### config.mk
export PLATFORM = sky130hd
export DESIGN_NAME = tetg_ramp
export DESIGN_NICKNAME = d
export VERILOG_FILES = /design/src/rtl/core/tetg_pkg.sv /design/src/rtl/core/tetg_div.sv /design/src/rtl/core/tetg_ramp.sv
export SDC_FILE = /design/constraint.sdc
export NUM_CORES = 2
export LEC_CHECK = 0
export ABC_CLOCK_PERIOD_IN_PS = 12700
export BUFFER_PORTS_ARGS = -buffer_cell sky130_fd_sc_hd__buf_2
export CAP_MARGIN = 20
export CORE_MARGIN = 5
export CORE_UTILIZATION = 56
export DETAILED_ROUTE_END_ITERATION = 8
export PLACE_DENSITY = 0.72
export SLEW_MARGIN = 20
export SYNTH_ARGS = -nofsm -noshare
export SYNTH_HDL_FRONTEND = slang
export SYNTH_SLANG_ARGS = --single-unit
### constraint.sdc
create_clock -name clk -period 12.7 [get_ports clk]
set_input_delay 1.905 -clock clk [delete_from_list [all_inputs] [get_ports clk]]
set_output_delay 1.905 -clock clk [all_outputs]
set_load 0.1 [all_outputs]
### src/rtl/core/tetg_pkg.sv
`default_nettype none

package tetg_pkg;

	// field and register widths
	localparam int IDX_W     = 10;
	localparam int CFG_W     = 11;
	localparam int MODE_W    = 3;
	localparam int REG_IDX_W = 2;
	localparam int GAIN_FRAC = 16;
	localparam int GAIN_W    = GAIN_FRAC + 1;
	localparam logic [GAIN_W-1:0] GAIN_ONE = GAIN_W'(1) << GAIN_FRAC;

	// sine taper datapath: Q30 phase and coefficients
	localparam int X_FRAC   = 30;
	localparam int COEF_W   = 31;
	localparam int SIN_STEPS = 5;
	localparam logic [COEF_W-1:0] SIN_COEF [SIN_STEPS+1] = '{
		31'd3864, 31'd172272, 31'd5026995, 31'd85569304, 31'd693598669, 31'd1686629713
	};
	localparam logic [COEF_W-1:0] SIN_CLAMP = COEF_W'(1) << X_FRAC;
	localparam int GAIN_SHIFT = X_FRAC - GAIN_FRAC;

	// ramp datapath
	localparam int RAMP_D = 2 * CFG_W;
	localparam int RAMP_Q = GAIN_FRAC + 1;

	// pipeline latencies, counted from the entry register
	localparam int SINE_LAT = X_FRAC + 1 + SIN_STEPS + 3;
	localparam int RAMP_LAT = 2 + RAMP_Q;

	// taper modes
	localparam logic [MODE_W-1:0] MODE_BOTH     = 3'd0;
	localparam logic [MODE_W-1:0] MODE_START    = 3'd1;
	localparam logic [MODE_W-1:0] MODE_END      = 3'd2;
	localparam logic [MODE_W-1:0] MODE_RAMP     = 3'd3;
	localparam logic [MODE_W-1:0] MODE_ZERO_END = 3'd5;

	// register indexes
	localparam logic [REG_IDX_W-1:0] REG_MODE   = 2'd0;
	localparam logic [REG_IDX_W-1:0] REG_LENGTH = 2'd1;
	localparam logic [REG_IDX_W-1:0] REG_COUNT  = 2'd2;

	localparam logic [CFG_W-1:0] COUNT_RESET = 11'd1024;

	// which gain an item finally takes
	typedef enum logic [2:0] {
		SEL_UNITY,
		SEL_START,
		SEL_END,
		SEL_BOTH,
		SEL_RAMP,
		SEL_ZERO
	} sel_t;

endpackage

`default_nettype wire

### src/rtl/core/tetg_div.sv
`default_nettype none

// pipelined restoring divider, one quotient bit per stage
// needs dividend < divisor * 2**QBITS
module tetg_div
	import tetg_pkg::*;
#(
	parameter int QBITS = 30,
	parameter int DBITS = 11
) (
	input  wire logic                   clk,
	input  wire logic [QBITS+DBITS-1:0] dividend,
	input  wire logic [DBITS-1:0]       divisor,
	output logic      [QBITS-1:0]       quotient
);

	logic [DBITS-1:0] rem_s [QBITS];
	logic [QBITS-1:0] low_s [QBITS];
	logic [DBITS-1:0] dvs_s [QBITS];
	logic [QBITS-1:0] quo_s [QBITS];

	logic [DBITS-1:0] rem_in [QBITS];
	logic [QBITS-1:0] low_in [QBITS];
	logic [DBITS-1:0] dvs_in [QBITS];
	logic [QBITS-1:0] quo_in [QBITS];
	logic [DBITS:0]   trial  [QBITS];
	logic [DBITS:0]   diff   [QBITS];
	logic [QBITS-1:0] take;

	always_comb begin
		rem_in[0] = dividend[QBITS+DBITS-1:QBITS];
		low_in[0] = dividend[QBITS-1:0];
		dvs_in[0] = divisor;
		quo_in[0] = '0;
		for (int i = 1; i < QBITS; i++) begin
			rem_in[i] = rem_s[i-1];
			low_in[i] = low_s[i-1];
			dvs_in[i] = dvs_s[i-1];
			quo_in[i] = quo_s[i-1];
		end
	end

	always_comb begin
		for (int i = 0; i < QBITS; i++) begin
			trial[i] = {rem_in[i], low_in[i][QBITS-1]};
			diff[i]  = trial[i] - {1'b0, dvs_in[i]};
			take[i]  = trial[i] >= {1'b0, dvs_in[i]};
		end
	end

	always_ff @(posedge clk) begin
		for (int i = 0; i < QBITS; i++) begin
			rem_s[i] <= take[i] ? diff[i][DBITS-1:0] : trial[i][DBITS-1:0];
			low_s[i] <= {low_in[i][QBITS-2:0], 1'b0};
			dvs_s[i] <= dvs_in[i];
			quo_s[i] <= {quo_in[i][QBITS-2:0], take[i]};
		end
	end

	assign quotient = quo_s[QBITS-1];

endmodule

`default_nettype wire

### src/rtl/core/tetg_ramp.sv
`default_nettype none

// round(num^2 * 2^16 / den^2)
module tetg_ramp
	import tetg_pkg::*;
(
	input  wire logic              clk,
	input  wire logic [CFG_W-1:0]  num,
	input  wire logic [CFG_W-1:0]  den,
	output logic      [GAIN_W-1:0] gain
);

	logic [RAMP_D-1:0]        nsq_s1;
	logic [RAMP_D-1:0]        dsq_s1;
	logic [RAMP_Q+RAMP_D-1:0] dvd_s2;
	logic [RAMP_D-1:0]        dvs_s2;

	always_ff @(posedge clk) begin
		nsq_s1 <= num * num;
		dsq_s1 <= den * den;
		dvd_s2 <= {nsq_s1, GAIN_FRAC'(0)} + (RAMP_Q+RAMP_D)'(dsq_s1 >> 1);
		dvs_s2 <= dsq_s1;
	end

	// num <= den keeps the quotient within RAMP_Q bits
	tetg_div #(
		.QBITS(RAMP_Q),
		.DBITS(RAMP_D)
	) u_div (
		.clk     (clk),
		.dividend(dvd_s2),
		.divisor (dvs_s2),
		.quotient(gain)
	);

endmodule

`default_nettype wire

==> summary.md <==
| Metric | Value |
|---|---|
| Clock sink count | `927` |
| Yosys cell types | `89` |
| Initial antenna violation count | `0` |
| Number of global-route vias before repair | `33,400` |
| Critical path capture point type | `flip-flop` |
| First-pass GRT wire length | `164,000 um` |
| F_max | `0.150 GHz` |
| Worst hold path class | `reg2reg` |
| Post-Synth Simple-Gate Area | `0.102` |
| Status | `finished, final reports clean` |
| Grt ovf | `0` |
| Mapped Area | `47,400 um^2` |
| Synth Area in Compound Gates | `0.145` |
| Row count | `106` |
| Largest net degree at the start of global routing | `45` |
| Die H | `301 um` |
| Max_slew headroom | `0.412` |
| ANT nets after route | `0` |
| IO Port Bufs | `39` |
| Share of layout cells above drive strength 1 | `0.0853` |
| Least-Margin Pin Slew | `860 ps` |
| DP HPWL | `76,200 um` |
| WL per Instance | `15.7 um` |
| Root buf cell | `clkbuf_16` |
| Final min period | `6650 ps` |
| FF+latch count, synth | `927` |
| Final wirelength | `97,900 um` |
| 1st-iter DRT viols | `1,704` |
| Worst EP arrival | `7200 ps` |
| Post-CTS resize count | `0` |
| GR Util All Layers | `0.217` |
| Setup_tns | `0 ps` |
| Nature of the critical path startpoint | `input port` |
| Boundary pin count | `40` |
| XOR/XNOR Fraction of Synth Area | `0.0656` |
| Via count | `33,400` |
| Crit Path Category | `in2reg` |
| Final hold violation count | `0` |
| NumNets Final | `5,663` |
| Total die area | `90,600 um^2` |
| Hold buffer count at CTS | `0` |
| Top_reg_cell synth | `dfxtp_1` |
| Initial Util | `0.566` |
| Fillers | `7,002` |
| Clock buffer depth | `3` |
| Final GP Congestion | `0.894` |
| Post-synthesis mux area share | `0.0479` |
| Syn_nets | `5,604` |
| CP max FO | `13` |
| Syn_area_per_cell | `9.57 um^2` |
| Adder-cell share of the synthesized area | `0.185` |
| Clock H-tree levels | `3` |
| Critical Path, Cell by Cell | `buf_2 > and2_1 > inv_1 > fa_1 > fa_1 > inv_1 > fa_1 > fa_1 > inv_1 > fa_1 > inv_1 > ha_1 > a21o_1 > a21oi_1 > o21ai_0 > a41o_1 > o41ai_1 > o2111ai_1 > a21oi_1 > xnor2_1` |
| Crit path required time | `13,250 ps` |
| Sequential fraction of the synthesis area | `0.391` |
| Core region area | `83,800 um^2` |
| Setup repair after global routing missed its margin | `false` |
| Post-synth EDFFs | `0` |
| Residual DRC | `0` |
| Slowest stage cell, crit path | `fa_1` |
| Cell mode on critical path | `fa_1` |
| CTS tree | `built` |
| Largest family of logic cells by synthesized area | `adder cells` |
| Routed vias/inst | `5.36` |
| N_diodes | `0` |
| Async SR Flop Fraction | `0` |
| Skew final | `29.9 ps` |
| Worst-path clk slew | `60 ps` |
| Die W | `301 um` |
| Tcrit/Tclk final | `0.523` |
| CTS Buf Count | `97` |
| # Post-CTS Setup Buffers | `0` |
| Synthesized instance count | `4,956` |
| Final setup fails | `0` |
| Final Max Tran Viols | `0` |
| Max cap viols | `0` |
| Clk Latency, worst-skew pair | `670 ps` |
| Max incr delay on CP | `560 ps` |
| Synth warnings | `0` |
| P&R area growth vs syn | `10.4%` |
| DR pass1 iterations | `7` |
## Yosys cell counts (8+ instances only)
| cell | count | area [um^2] |
|---|---|---|
| or3_1 | 20 | 125 |
| nor2_1 | 248 | 931 |
| xnor2_1 | 230 | 2010 |
| o21a_1 | 36 | 270 |
| or2_2 | 16 | 100 |
| fa_1 | 128 | 2560 |
| o41ai_1 | 13 | 114 |
| nand3_1 | 73 | 365 |
| buf_6 | 8 | 90.1 |
| xor2_1 | 125 | 1090 |
| a2111oi_0 | 10 | 87.6 |
| inv_1 | 678 | 2540 |
| a31oi_1 | 20 | 125 |
| buf_2 | 21 | 105 |
| nor2b_1 | 53 | 332 |
| a31o_2 | 15 | 131 |
| clkbuf_1 | 59 | 221 |
| o21bai_1 | 36 | 270 |
| and3_1 | 28 | 175 |
| a21o_1 | 136 | 1020 |
| nor3_1 | 48 | 240 |
| o21ai_0 | 254 | 1270 |
| dfxtp_1 | 927 | 18600 |
| o22ai_1 | 8 | 50.1 |
| mux2_2 | 145 | 1630 |
| and2_1 | 81 | 507 |
| a21oi_1 | 341 | 1710 |
| nor4_1 | 11 | 68.8 |
| nand2_1 | 297 | 1110 |
| mux2_1 | 44 | 495 |
| o31a_1 | 20 | 175 |
| o221ai_1 | 9 | 78.8 |
| mux2i_1 | 14 | 140 |
| ha_1 | 497 | 6220 |
| a211oi_1 | 23 | 173 |
| nand2b_1 | 59 | 369 |
| o31ai_1 | 22 | 165 |
| o211ai_1 | 14 | 105 |
| a21boi_0 | 10 | 75.1 |
| nand4_1 | 41 | 257 |
## per-layer routing
metal | vias up | share of wire | GRT usage
met5 | - | 0 | 0
met4 | 0 | 0.031 | 0.0681
met3 | 188 | 0.038 | 0.0298
met2 | 624 | 0.49 | 0.383
met1 | 15700 | 0.44 | 0.276
li1 | 16900 | - | -
## registers in the layout (all words and copies together) (netlist names)
signal,count
dvs_s2,21
u_div.dvs_s,336
nsq_s1,21
dvd_s2,23
dsq_s1,21
u_div.rem_s,352
u_div.quo_s,153
## per-stage QoR
stage | hold WS [ps] | utilization | setup slack, ps | instances | area [um^2]
after detailed placement | 312 | 0.582 | 5360 | 6050 | 48700
after floorplan | 310 | - | 5720 | 4956 | 47400
final | 295 | 0.624 | 6050 | 6233 | 52300
after global routing | 315 | 0.624 | 5730 | 6233 | 52300
after CTS | 308 | 0.624 | 6040 | 6233 | 52300
after global placement | 310 | 0.581 | 5430 | 6050 | 48700
## logic make-up after synthesis
family	after synthesis
compound gates	1070
buf+inv	768
fa+ha+maj	625
xor+xnor	355
simple gates	1008
mux	203
flops	927
## worst max-delay path: cells and delay by family
family / cells / cell delay [ps]
compound gates: 7 / 1610
simple gates: 1 / 220
buf+inv: 5 / 430
fa+ha+maj: 6 / 2900
xor+xnor: 1 / 140
## cell type report
cell class / count / area, um^2 / area share
clock inverter: 52 / 706 / 0.0135
timing repair buffer: 50 / 278 / 0.00531
tap: 1134 / 1420 / 0.0271
multi-input combinational: 3261 / 25900 / 0.496
sequential: 927 / 18600 / 0.355
inverter: 678 / 2540 / 0.0486
clock buffer: 131 / 2880 / 0.0550
## cells in the final DEF (no fill, tap or decap), drive strengths merged, types with 21 or more instances in the layout
cell type,count
a21oi,343
nor2,248
a21o,136
a211oi,26
buf,50
nor2b,53
xor2,125
and2,81
nor3,48
o21ai,263
inv,682
mux2,189
nand2,297
and3,28
clkbuf,131
xnor2,230
nand3,73
fa,128
ha,497
dfxtp,927
o21bai,36
o21a,37
a31oi,21
o31ai,22
clkinv,25
nand2b,59
nand4,41
## path summary, 6_finish.rpt
kind	startpoint	endpoint	slack, ps	depth (start not counted)
worst max-delay path	den[0]	dsq_s1[20]$_DFF_P_	6050	20
worst min-delay path	u_div.quo_s[0][270]$_DFF_P_	u_div.quo_s[0][288]$_DFF_P_	300	0
worst max register to register	u_div.dvs_s[0][91]$_DFF_P_	u_div.rem_s[0][120]$_DFF_P_	9100	12
worst min register to register	u_div.quo_s[0][270]$_DFF_P_	u_div.quo_s[0][288]$_DFF_P_	300	0
Power is left out: the tool's default activity adds up to more than one toggle a clock period on the data nets, which glitch-free logic cannot reach.
